==> config.mk <==
export PLATFORM = sky130hd
export DESIGN_NAME = crb_queue
export DESIGN_NICKNAME = d
export VERILOG_FILES = /design/src/hw/rtl/crb_pkg.sv /design/src/hw/rtl/crb_queue.sv
export SDC_FILE = /design/constraint.sdc
export NUM_CORES = 1
export LEC_CHECK = 0
export ABC_CLOCK_PERIOD_IN_PS = 7600
export BUFFER_PORTS_ARGS = -buffer_cell sky130_fd_sc_hd__buf_2
export CAP_MARGIN = 15
export CELL_PAD_IN_SITES_DETAIL_PLACEMENT = 1
export CELL_PAD_IN_SITES_GLOBAL_PLACEMENT = 1
export CORE_MARGIN = 1
export CORE_UTILIZATION = 35
export DETAILED_ROUTE_END_ITERATION = 8
export PLACE_DENSITY = 0.56
export SLEW_MARGIN = 20
export SYNTH_ARGS = -nofsm -noshare
export SYNTH_HDL_FRONTEND = slang
export SYNTH_SLANG_ARGS = --single-unit
==> constraint.sdc <==
create_clock -name clock -period 7.6 [get_ports clock]
set_input_delay 0.38 -clock clock [delete_from_list [all_inputs] [get_ports clock]]
set_output_delay 0.38 -clock clock [all_outputs]
set_load 0.005 [all_outputs]
==> src/hw/rtl/crb_pkg.sv <==
// Shared types and constants for the checkerboard point residual block.
`timescale 1ns / 1ps

package crb_pkg;

   // field widths
   localparam int PT_W       = 32;
   localparam int COS_W      = 18;
   localparam int SHIFT_W    = 32;
   localparam int INV_W      = 24;
   localparam int CELLS_W    = 7;
   localparam int MODE_W     = 2;
   localparam int RES_W      = 32;
   localparam int CSR_IDX_W  = 3;
   localparam int CSR_DATA_W = 32;

   // internal datapath widths
   localparam int ROT_P_W  = COS_W + PT_W;   // one rotation product
   localparam int ROT_S_W  = ROT_P_W + 1;    // sum of two rotation products
   localparam int RW       = 44;             // rotated and shifted coordinate
   localparam int RL_W     = 22;             // low slice of the coordinate for scaling
   localparam int PROD_W   = 68;             // full scaled product
   localparam int CW       = 42;             // cell coordinate
   localparam int SAT_LOG  = 40;             // cell coordinate clamps at 2^40
   localparam int GUARD_LOG = 62;            // products at or above 2^62 clamp directly

   // queue between front and back
   localparam int QDEPTH = 4;
   localparam int QPTR_W = $clog2(QDEPTH);

   // mode bits
   localparam int MODE_TL_WHITE = 0;
   localparam int MODE_PENALIZE = 1;

   // reset values
   localparam logic [INV_W-1:0]   INV_RESET  = INV_W'(436907);
   localparam logic [CELLS_W-1:0] COLS_RESET = CELLS_W'(7);
   localparam logic [CELLS_W-1:0] ROWS_RESET = CELLS_W'(8);
   localparam logic [MODE_W-1:0]  MODE_RESET = MODE_W'(2);

   typedef enum logic [CSR_IDX_W-1:0] {
      CSR_ROT_COS  = 3'd0,
      CSR_ROT_SIN  = 3'd1,
      CSR_SHIFT_Y  = 3'd2,
      CSR_SHIFT_Z  = 3'd3,
      CSR_INV_CELL = 3'd4,
      CSR_COLS     = 3'd5,
      CSR_ROWS     = 3'd6,
      CSR_MODE     = 3'd7
   } csr_idx_type;

   typedef enum logic [1:0] {
      REGION_MATCH    = 2'd0,
      REGION_MISMATCH = 2'd1,
      REGION_OFF_PEN  = 2'd2,
      REGION_OFF_IGN  = 2'd3
   } region_type;

   typedef struct packed {
      logic [COS_W-1:0]   rot_cos;
      logic [COS_W-1:0]   rot_sin;
      logic [SHIFT_W-1:0] shift_y;
      logic [SHIFT_W-1:0] shift_z;
      logic [INV_W-1:0]   inv_cell_size;
      logic [CELLS_W-1:0] board_cols;
      logic [CELLS_W-1:0] board_rows;
      logic [MODE_W-1:0]  mode_bits;
   } cfg_type;

   // board-frame point handed from front to back
   typedef struct packed {
      logic [RW-1:0] ry;
      logic [RW-1:0] rz;
      logic          white;
   } xfm_type;

endpackage

==> src/hw/rtl/crb_queue.sv <==
// Short queue of board-frame points between front and back.
`timescale 1ns / 1ps

module crb_queue (
   input  logic             clock,
   input  logic             reset,
   input  logic             push_valid,
   output logic             push_ready,
   input  crb_pkg::xfm_type push_data,
   output logic             pop_valid,
   input  logic             pop_ready,
   output crb_pkg::xfm_type pop_data
);
   import crb_pkg::*;

   xfm_type             mem_ff [QDEPTH];
   logic [QPTR_W-1:0]   wptr_ff, rptr_ff;
   logic [QPTR_W:0]     count_ff, count_in;
   logic                push, pop;

   assign push_ready = count_ff != (QPTR_W + 1)'(QDEPTH);
   assign pop_valid  = count_ff != '0;
   assign push       = push_valid && push_ready;
   assign pop        = pop_valid && pop_ready;
   assign pop_data   = mem_ff[rptr_ff];

   always_comb begin
      case ({push, pop})
         2'b10:   count_in = count_ff + 1'b1;
         2'b01:   count_in = count_ff - 1'b1;
         default: count_in = count_ff;
      endcase
   end

   always_ff @(posedge clock) begin
      if (reset) begin
         wptr_ff  <= '0;
         rptr_ff  <= '0;
         count_ff <= '0;
      end else begin
         if (push) wptr_ff <= wptr_ff + 1'b1;
         if (pop)  rptr_ff <= rptr_ff + 1'b1;
         count_ff <= count_in;
      end
   end

   always_ff @(posedge clock) begin
      if (push) mem_ff[wptr_ff] <= push_data;
   end

endmodule

==> flow_summary.json, run 1 <==
{
  "outcome": "complete, but fails checks",
  "violations": "design-rule violations",
  "power_density_nw_per_um2": 337,
  "drive_gt1_share_pct": 44.8,
  "end_kind": "primary output",
  "hold_class": "input port to flip-flop",
  "pre_cts_slack_ns": 4.40,
  "grt_max_degree": 77,
  "max_freq_mhz": 303,
  "antenna_found_initial": 1,
  "place.detailed.hpwl_mm": 16.0,
  "ant_nets": 0,
  "cts_root_buffer": "clkbuf_16",
  "die_h_um": 197,
  "grt_pass1_wl_mm": 41.4,
  "cts.path.max_buffers": 3,
  "synth_top_family_by_area": "multiplexers",
  "clkSinkCount": 365,
  "wire_per_inst_um": 21.6,
  "reg2reg_depth": 4,
  "synthXorXnorAreaFrac_pct": 0.264,
  "required_ns": 7.22,
  "fp-row-count": 71,
  "crit_family": "flip-flops",
  "area_growth_pct": 20.6,
  "ys_types": 25,
  "start_util_pct": 35.5,
  "vias": 6009,
  "final_nets": 827,
  "place.gp.congestion": 0.672,
  "slew_headroom_pct": 43.1,
  "fin_util_pct": 42.8,
  "hold_path_depth": 1,
  "cts_resized": 0,
  "drt_first_iter_violations": 240,
  "drc": 6,
  "numCtsBuffers": 41,
  "synthMuxAreaShare_pct": 15.2,
  "grt_usage_pct": 14.3,
  "netlist_instances": 517,
  "reg2reg_to": "mem_ff[0][73]",
  "netlist_area_um2": 13300,
  "first_pass_iters": 8,
  "cts_tree": "done",
  "ys_ff_latch": 365,
  "fin_skew_ns": 0.0257,
  "vias_per_cell": 4.74,
  "slew_violations": 0,
  "met3_usage_pct": 3.46,
  "htree_levels": 2,
  "cp.arrival_ns": 2.92,
  "synth_seq_area_share_pct": 81.8,
  "worstMarginPinSlew_ns": 0.853,
  "path_buf_inv": 2,
  "clkSlewWorstSetupHoldPaths_ns": 0.06,
  "syn-num-nets": 616,
  "critPathLaunchType": "flip-flop",
  "grt_pass1_vias": 6816,
  "grt_overflow": 0,
  "top_usage_layer": "met2",
  "clock_latency_ns": 0.54,
  "syn_area_per_cell_um2": 25.7,
  "gr-usage-met1_pct": 17.9,
  "synthSimpleGateAreaFrac_pct": 0.659,
  "crit_chain": "buf_6 > mux4_2 > buf_2",
  "fin_crit_ns": 3.30,
  "rr_startpoint": "count_ff[0]",
  "power.leakage_nw": 5.30,
  "ir_worst_vdd_mv": 0.214,
  "slowest_stage": "dfxtp_4",
  "whs_endpoint": "mem_ff[0][36]",
  "crit_type": "flip-flop to primary output",
  "setup_viol": 0,
  "tns_ns": 0,
  "yosysWarnings": 0,
  "fin_ws_ns": 4.30,
  "fp.dieW_um": 197,
  "cap_violations": 0,
  "rsz0062_at_grt": "false",
  "grt_use_met2_pct": 24.5,
  "cts_hold_buf": 0,
  "route.final.wire_length_mm": 27.4,
  "worstHoldStart": "push_data[36]",
  "critPathMaxFanout": 51,
  "pin_count": 184,
  "finalCritPeriodShare_pct": 43.4,
  "dieArea_um2": 38800,
  "synth_compound_area_share_pct": 0.301,
  "port_buffers": 183,
  "synth_adder_area_share_pct": 0.621,
  "reg2reg_slack_ns": 4.62,
  "critPathMaxStageDelay_ns": 0.88,
  "post_cts_buffers": 0,
  "core_um2": 37500,
  "finalHoldViolations": 0
}
[routing by layer]
layer  up-vias  part of all wire, %
met5         -                    0
met4         0                  1.8
met3        40                  5.2
met2       142                   51
met1      3198                   42
li1       2629                    -
[registers in the layout, summed over array words and instances, names as in the netlist, named ones only]
register and cells:
wptr_ff 2, mem_ff 356, rptr_ff 2, count_ff 3
[cells by family (layout without fill, tap and decap cells)]
logic type / Yosys count / after routing
fa+ha+maj: 6 / 6
mux: 91 / 91
xor+xnor: 4 / 4
simple gates: 18 / 18
compound gates: 6 / 6
flops: 365 / 365
buf+inv: 27 / 265
other cells: 0 / 2
[worst register-to-register path: stages (launching register included)]
cell	delay [ns]
dfxtp_1	0.43
nor2_1	0.09
a21boi_1	0.55
and2_4	0.73
buf_4	0.74
[Yosys cell counts, drive strengths merged]
cell type | n | share of area (%)
o31a | 1 | 0.066
mux4 | 89 | 15
xor2 | 3 | 0.20
mux2 | 1 | 0.085
dfxtp | 9 | 1.4
or3 | 2 | 0.094
mux2i | 1 | 0.075
edfxtp | 356 | 80
ha | 5 | 0.47
nor2 | 9 | 0.25
a21boi | 1 | 0.057
o311ai | 1 | 0.066
buf | 13 | 0.72
xnor2 | 1 | 0.066
nand2b | 2 | 0.094
fa | 1 | 0.15
o21ai | 1 | 0.038
nand2 | 1 | 0.028
and2 | 4 | 0.19
clkbuf | 8 | 0.23
inv | 6 | 0.17
a21oi | 2 | 0.075
[worst max-delay path by stage]
| stage | start | endpoint | slack [ns] | cells past startpoint |
|---|---|---|---|---|
| floorplan | count_ff[0] | mem_ff[0][0] | 4.22 | 3 |
| global placement | flip-flop | pop_data[43] | 4.43 | 3 |
| detailed placement | flip-flop | pop_data[49] | 4.40 | 3 |
| CTS | flip-flop | pop_data[49] | 3.82 | 3 |
| global route | flip-flop | pop_data[43] | 3.99 | 3 |
| finish | flip-flop | pop_data[49] | 4.30 | 3 |
[report_power, final]
part | switching [mW] | leakage [nW] | internal, mW
Combinational | 0.490 | 1.35 | 0.549
Clock | 0.738 | 0.607 | 1.07
Sequential | 0.114 | 3.34 | 2.43
[cell usage in the layout, fill, tap and decap left out, types with 2 or more instances in the layout]
cell         n
xor2_1       3
nor2_1       9
clkbuf_1     9
mux4_2      89
dfxtp_1      7
and2_4       4
edfxtp_1   356
buf_4        4
clkbuf_16   42
ha_1         5
nand2b_1     2
clkinv_1     8
or3_1        2
buf_6        2
bufinv_16    2
clkinv_2     7
dfxtp_4      2
inv_1        6
buf_2      183
a21oi_1      2
diode_2      2
[area by class of cell]
type	count	area, µm²
antenna	2	5.00
clock buffer	51	1080
clock inverter	19	150
fill	3534	21500
inverter	6	22.5
multi-input combinational	125	2280
sequential	365	10900
tap	511	639
timing repair buffer	189	968
[stage by stage]
stage	hold WS, ns	std cells	power (mW)	instance area [µm²]
6_report	0.0561	1268	5.40	16000
5_1_grt	0.0306	1266	5.65	16000
3_5_place_dp	0.517	1196	3.67	14800
3_3_place_gp	0.490	1196	3.64	14800
4_1_cts	0.0239	1266	5.51	16000
2_1_floorplan	0.479	517	3.23	13300
No activity file was read; power rests on OpenSTA's default activity.
==> inputs of run 2 (changes only) <==
--- a/config.mk
+++ b/config.mk
@@ -5,7 +5,7 @@
 export SDC_FILE = /design/constraint.sdc
 export NUM_CORES = 1
 export LEC_CHECK = 0
-export ABC_CLOCK_PERIOD_IN_PS = 7600
+export ABC_CLOCK_PERIOD_IN_PS = 3250
 export BUFFER_PORTS_ARGS = -buffer_cell sky130_fd_sc_hd__buf_2
 export CAP_MARGIN = 15
 export CELL_PAD_IN_SITES_DETAIL_PLACEMENT = 1
==> constraint.sdc (replaced) <==
create_clock -name clock -period 3.25 [get_ports clock]
set_input_delay 0.1625 -clock clock [delete_from_list [all_inputs] [get_ports clock]]
set_output_delay 0.1625 -clock clock [all_outputs]
set_load 0.005 [all_outputs]
==> run 2 against run 1 <==
Net effect: the run now ends clean; sequential share of layout area is 4.5 points lower; power is 140% higher; sequential power is 130% higher; flip-flop and latch count stayed put; die area stayed put; cell area is 7.2% higher; critical path depth stayed put; routed wire length is 0.39% lower; largest cell class unchanged; first-iteration DRC count is 5.0% higher; register-to-register slack worse by 3.7 ns; highest routed layer unchanged.
==> flow_summary.json, run 2 (same netlist as run 1, synthesis figures left out) <==
{
  "outcome": "finished clean",
  "reg2reg_to": "count_ff[2]",
  "wire_per_inst_um": 20.0,
  "vias_per_cell": 4.70,
  "worstMarginPinSlew_ns": 0.685,
  "required_ns": 3.09,
  "core_um2": 37500,
  "cts_tree": "done",
  "crit_end": "pop_data[60]",
  "path_buf_inv": 2,
  "critPathLaunchType": "flip-flop",
  "final_nets": 918,
  "critPathMaxFanout": 30,
  "seq_power_share_pct": 44.9,
  "power.leakage_nw": 5.78,
  "port_buffers": 183,
  "clkSlewWorstSetupHoldPaths_ns": 0.06,
  "grt_usage_pct": 14.1,
  "ant_nets": 0,
  "area_growth_pct": 29.2,
  "reg2reg_slack_ns": 0.90,
  "power_switching_mw": 3.22,
  "crit_type": "flip-flop to primary output",
  "cts.path.max_buffers": 3,
  "hold_class": "input port to flip-flop",
  "fin_crit_ns": 2.59,
  "pin_count": 184,
  "fp.dieW_um": 197,
  "comb_power_share_pct": 20.0,
  "mostFrequentLayoutCell": "edfxtp_1",
  "dieArea_um2": 38800,
  "slew_violations": 0,
  "reg2reg_depth": 9,
  "num-fill-cells": 3495,
  "grt_overflow": 0,
  "place.gp.congestion": 0.732,
  "start_util_pct": 35.5,
  "crit_family": "flip-flops",
  "ir_worst_vdd_mv": 0.362,
  "end_kind": "primary output",
  "power_density_nw_per_um2": 768,
  "drt_first_iter_violations": 252,
  "crit_chain": "buf_12 > mux4_2 > buf_2",
  "layout_common_cells": "edfxtp_1 (356), buf_2 (183), dlygate4sd3_1 (90), mux4_2 (89), clkbuf_16 (43)",
  "max_freq_mhz": 387,
  "antenna_found_initial": 2,
  "clock_latency_ns": 0.53,
  "grt_pass1_vias": 7093,
  "p_clk_share_pct": 35.1,
  "slowest_stage": "dfxtp_4",
  "cp.depth": 3,
  "clkSinkCount": 365,
  "cts_root_buffer": "clkbuf_16",
  "top_regs": "mem_ff x356, count_ff x3",
  "route.final.wire_length_mm": 27.3,
  "grt_pass1_wl_mm": 40.9,
  "fin_skew_ns": 0.0134,
  "switching_share_pct": 24.4,
  "drive_gt1_share_pct": 41.1,
  "fin_util_pct": 45.8,
  "die_h_um": 197,
  "hold_path_depth": 4,
  "vias": 6409,
  "setup_viol": 0,
  "numCtsBuffers": 41,
  "top_register": "mem_ff",
  "place.detailed.hpwl_mm": 15.6,
  "fp-row-count": 71,
  "cap_violations": 0,
  "internal-power_mw": 9.98,
  "rsz0062_at_grt": "false",
  "grt_max_degree": 90,
  "final_cells": 1364,
  "tns_ns": 0,
  "critPathMaxStageDelay_ns": 0.77,
  "drc": 0,
  "finalCritPeriodShare_pct": 79.6,
  "dpl.cell_count": 1197,
  "htree_levels": 2,
  "cp.arrival_ns": 2.42,
  "finalPower_mw": 13.2,
  "first_pass_iters": 6,
  "finalHoldViolations": 0,
  "rr_startpoint": "count_ff[1]",
  "largest_register_ffs": 356,
  "slew_headroom_pct": 54.2
}
[run 2: worst register-to-register path: cells and delay by family (launching register included)]
| kind | cells | cell delay [ns] |
|---|---|---|
| and+or+nand+nor | 2 | 0.41 |
| xor gates and xnor gates | 1 | 0.07 |
| adders and majority gates | 2 | 0.44 |
| DFF | 1 | 0.42 |
| buffers and inverters | 2 | 0.22 |
| AOI/OAI and AO/OA | 2 | 0.71 |
[run 2: through the flow]
stage | cell area [µm²] | hold WS, ns | setup WS (ns)
after CTS | 17200 | 0.0870 | 0.543
final | 17200 | 0.105 | 0.664
after global routing | 17200 | 0.115 | 0.468
after global placement | 14900 | 0.373 | 1.07
after floorplan | 13300 | 0.261 | 0.836
after detailed placement | 14900 | 0.380 | 0.885
[run 2: layout make-up]
| type | instances | area, µm² | share of cell area [%] |
|---|---|---|---|
| clock inverter | 11 | 138 | 0.801 |
| clock buffer | 64 | 1250 | 7.31 |
| tap | 511 | 639 | 3.72 |
| antenna | 2 | 5.00 | 0.0291 |
| sequential | 365 | 10900 | 63.3 |
| timing repair buffer | 280 | 1960 | 11.4 |
| inverter | 6 | 22.5 | 0.131 |
| multi-input combinational | 125 | 2280 | 13.3 |
[run 2: power groups by stage]
stage               combinational [mW]  clock, mW  sequential (mW)
floorplan                         1.67          0             5.86
global placement                  2.59          0             6.01
detailed placement                2.63          0             6.05
CTS                               2.73       4.77             5.95
global route                      2.87       4.91             5.99
finish                            2.64       4.63             5.93
[run 2: routing by layer]
layer	up-vias	wire length (µm)	global-route usage, %	share of wire, %
li1	2823	-	-	-
met1	3377	12000	18.7	44
met2	168	13300	23.3	49
met3	41	1410	3.20	5.2
met4	0	528	4.22	1.9
met5	-	0	0	0
[run 2: worst min path at each step]
stage / start / to
2_1_floorplan: push_data[0] / mem_ff[0][0]
5_1_grt: pop_ready / rptr_ff[1]
6_report: pop_ready / flip-flop
3_3_place_gp: push_data[13] / mem_ff[3][13]
3_5_place_dp: push_data[32] / mem_ff[0][32]
4_1_cts: pop_ready / flip-flop
[run 2: timing repair]
item | 4_1_cts | 5_1_grt
hold buffers | 90 | 0
endpoints found under the setup margin | 0 | 0
hold endpoints to repair | 363 | 0
gates resized for setup | 0 | 0
buffers inserted | 0 | 0
==> inputs of run 3 (changes only) <==
--- a/config.mk
+++ b/config.mk
@@ -5,7 +5,7 @@
 export SDC_FILE = /design/constraint.sdc
 export NUM_CORES = 1
 export LEC_CHECK = 0
-export ABC_CLOCK_PERIOD_IN_PS = 3250
+export ABC_CLOCK_PERIOD_IN_PS = 2500
 export BUFFER_PORTS_ARGS = -buffer_cell sky130_fd_sc_hd__buf_2
 export CAP_MARGIN = 15
 export CELL_PAD_IN_SITES_DETAIL_PLACEMENT = 1
==> constraint.sdc (replaced) <==
create_clock -name clock -period 2.5 [get_ports clock]
set_input_delay 0.125 -clock clock [delete_from_list [all_inputs] [get_ports clock]]
set_output_delay 0.125 -clock clock [all_outputs]
set_load 0.005 [all_outputs]
==> run 3 against run 2 <==
Net effect: flip-flop and latch count stayed put; clock-buffer cell count fell by 14; clock skew is 0.0096 ns higher; sequential power increased by 28%; utilization about the same; clock power increased by 18%; global-route usage is 1.0 points higher; register-to-register slack worse by 0.71 ns; combinational power is 39% higher; final cell count grew 0.29%; routed wire length up 4.5%; critical path type unchanged; largest cell class unchanged; highest routed layer is now met5.
==> flow_summary.json, run 3 (same netlist as run 1, synthesis figures left out) <==
{
  "numCtsBuffers": 40,
  "core_um2": 37500,
  "crit_type": "flip-flop to primary output",
  "hold_path_depth": 4,
  "slew_violations": 0,
  "reg2reg_to": "count_ff[2]",
  "reg2reg_slack_ns": 0.19,
  "wire_per_inst_um": 20.8,
  "ir_worst_vdd_mv": 0.525,
  "rr_startpoint": "count_ff[1]",
  "grt_overflow": 0,
  "outcome": "finished clean",
  "antenna_found_initial": 3,
  "drc": 0,
  "tns_ns": 0,
  "worstHoldStart": "pop_ready",
  "rsz0062_at_grt": "false",
  "power_density_nw_per_um2": 975,
  "clock_latency_ns": 0.54,
  "cts_tree": "done",
  "power.leakage_nw": 5.75,
  "timing.hold.ws_ns": 0.0613,
  "drive_gt1_share_pct": 40.8,
  "worstMarginPinSlew_ns": 0.466,
  "start_util_pct": 35.5,
  "cts.path.max_buffers": 3,
  "reg2reg_depth": 10,
  "largest_register_ffs": 356,
  "cap_violations": 0,
  "clkSlewWorstSetupHoldPaths_ns": 0.06,
  "top_register": "mem_ff",
  "die_h_um": 197,
  "fp-row-count": 71,
  "layout_common_cells": "edfxtp_1 (356), buf_2 (183), dlygate4sd3_1 (90), mux4_2 (89), clkbuf_16 (41)",
  "setup_viol": 0,
  "port_buffers": 183,
  "fp.dieW_um": 197,
  "vias_per_cell": 4.67,
  "num-fill-cells": 3488,
  "drt_first_iter_violations": 285,
  "pin_count": 184,
  "critPathMaxFanout": 28,
  "cts_root_buffer": "clkbuf_16",
  "htree_levels": 2,
  "vias": 6382,
  "end_kind": "primary output",
  "fin_skew_ns": 0.0230,
  "first_pass_iters": 4,
  "grt_max_degree": 56,
  "slew_headroom_pct": 68.6,
  "route.final.wire_length_mm": 28.5,
  "finalHoldViolations": 0,
  "grt_pass1_wl_mm": 43.3,
  "grt_usage_pct": 15.1,
  "whs_endpoint": "rptr_ff[0]",
  "clkSinkCount": 365,
  "cts_resized": 0,
  "cp.arrival_ns": 2.20,
  "final_nets": 928,
  "top_regs": "mem_ff x356, count_ff x3",
  "fin_crit_ns": 2.33,
  "grt_pass1_vias": 7198,
  "ant_nets": 0,
  "mostFrequentLayoutCell": "edfxtp_1",
  "max_freq_mhz": 430,
  "hold_class": "input port to flip-flop",
  "critPathLaunchType": "flip-flop",
  "finalCritPeriodShare_pct": 93.1,
  "required_ns": 2.38,
  "place.gp.congestion": 0.722,
  "place.detailed.hpwl_mm": 17.3,
  "area_growth_pct": 29.1,
  "dieArea_um2": 38800
}
## run 3: cell types whose count changed in the layout (fill, tap and decap cells not counted), sizes merged
cell / change
buf: +11
clkbuf: -14
clkinvlp: +3
bufinv: -1
clkinv: +6
diode: -1
## run 3: area by class of cell
type	count	area [µm²]	area share [%]
antenna	1	2.50	0.0146
clock buffer	50	1060	6.18
clock inverter	19	150	0.875
inverter	6	22.5	0.131
multi-input combinational	125	2280	13.3
sequential	365	10900	63.4
tap	511	639	3.73
timing repair buffer	291	2130	12.4
## run 3: worst max-delay path, stage by stage, from the launching register on
cell     delay, ns
dfxtp_4       0.60
buf_12        0.31
mux4_2        0.58
buf_2         0.15
## run 3: routing by layer
| layer | GRT usage (%) | up-vias | part of all wire [%] |
|---|---|---|---|
| li1 | - | 2845 | - |
| met1 | 19.5 | 3314 | 43 |
| met2 | 25.0 | 167 | 49 |
| met3 | 3.90 | 52 | 5.8 |
| met4 | 5.11 | 4 | 2.2 |
| met5 | 0 | - | 0.11 |
## run 3: power by group
group          leakage (nW)  switching, mW  internal [mW]
clock                 0.581           2.26           3.20
combinational          1.83           1.72           1.94
sequential             3.34          0.235           7.38
total                  5.75           4.22           12.5
## run 3: stage by stage
stage | instance area, µm² | setup WS [ns] | power, mW | utilization, % | std cells
floorplan | 13300 | 0.0859 | 9.79 | - | 517
global placement | 15000 | 0.375 | 11.3 | 40.1 | 1208
detailed placement | 15000 | 0.252 | 11.4 | 40.1 | 1208
CTS | 17200 | 0.0808 | 17.1 | 45.8 | 1367
global route | 17200 | 0.000771 | 17.5 | 45.8 | 1367
finish | 17200 | 0.174 | 16.7 | 45.8 | 1368
## run 3: worst max path at each step
stage	endpoint	start	slack (ns)	depth (start not counted)
global route	count_ff[2]	count_ff[1]	0.0008	10
detailed placement	count_ff[2]	count_ff[1]	0.25	10
global placement	count_ff[2]	count_ff[1]	0.37	10
floorplan	mem_ff[0][0]	count_ff[0]	0.09	3
finish	pop_data[67]	flip-flop	0.17	3
CTS	pop_data[67]	flip-flop	0.08	3
## run 3: what timing repair did
| action | CTS | global route |
|---|---|---|
| hold endpoints to repair | 365 | 0 |
| buffers inserted | 0 | 0 |
| hold buffers | 90 | 0 |
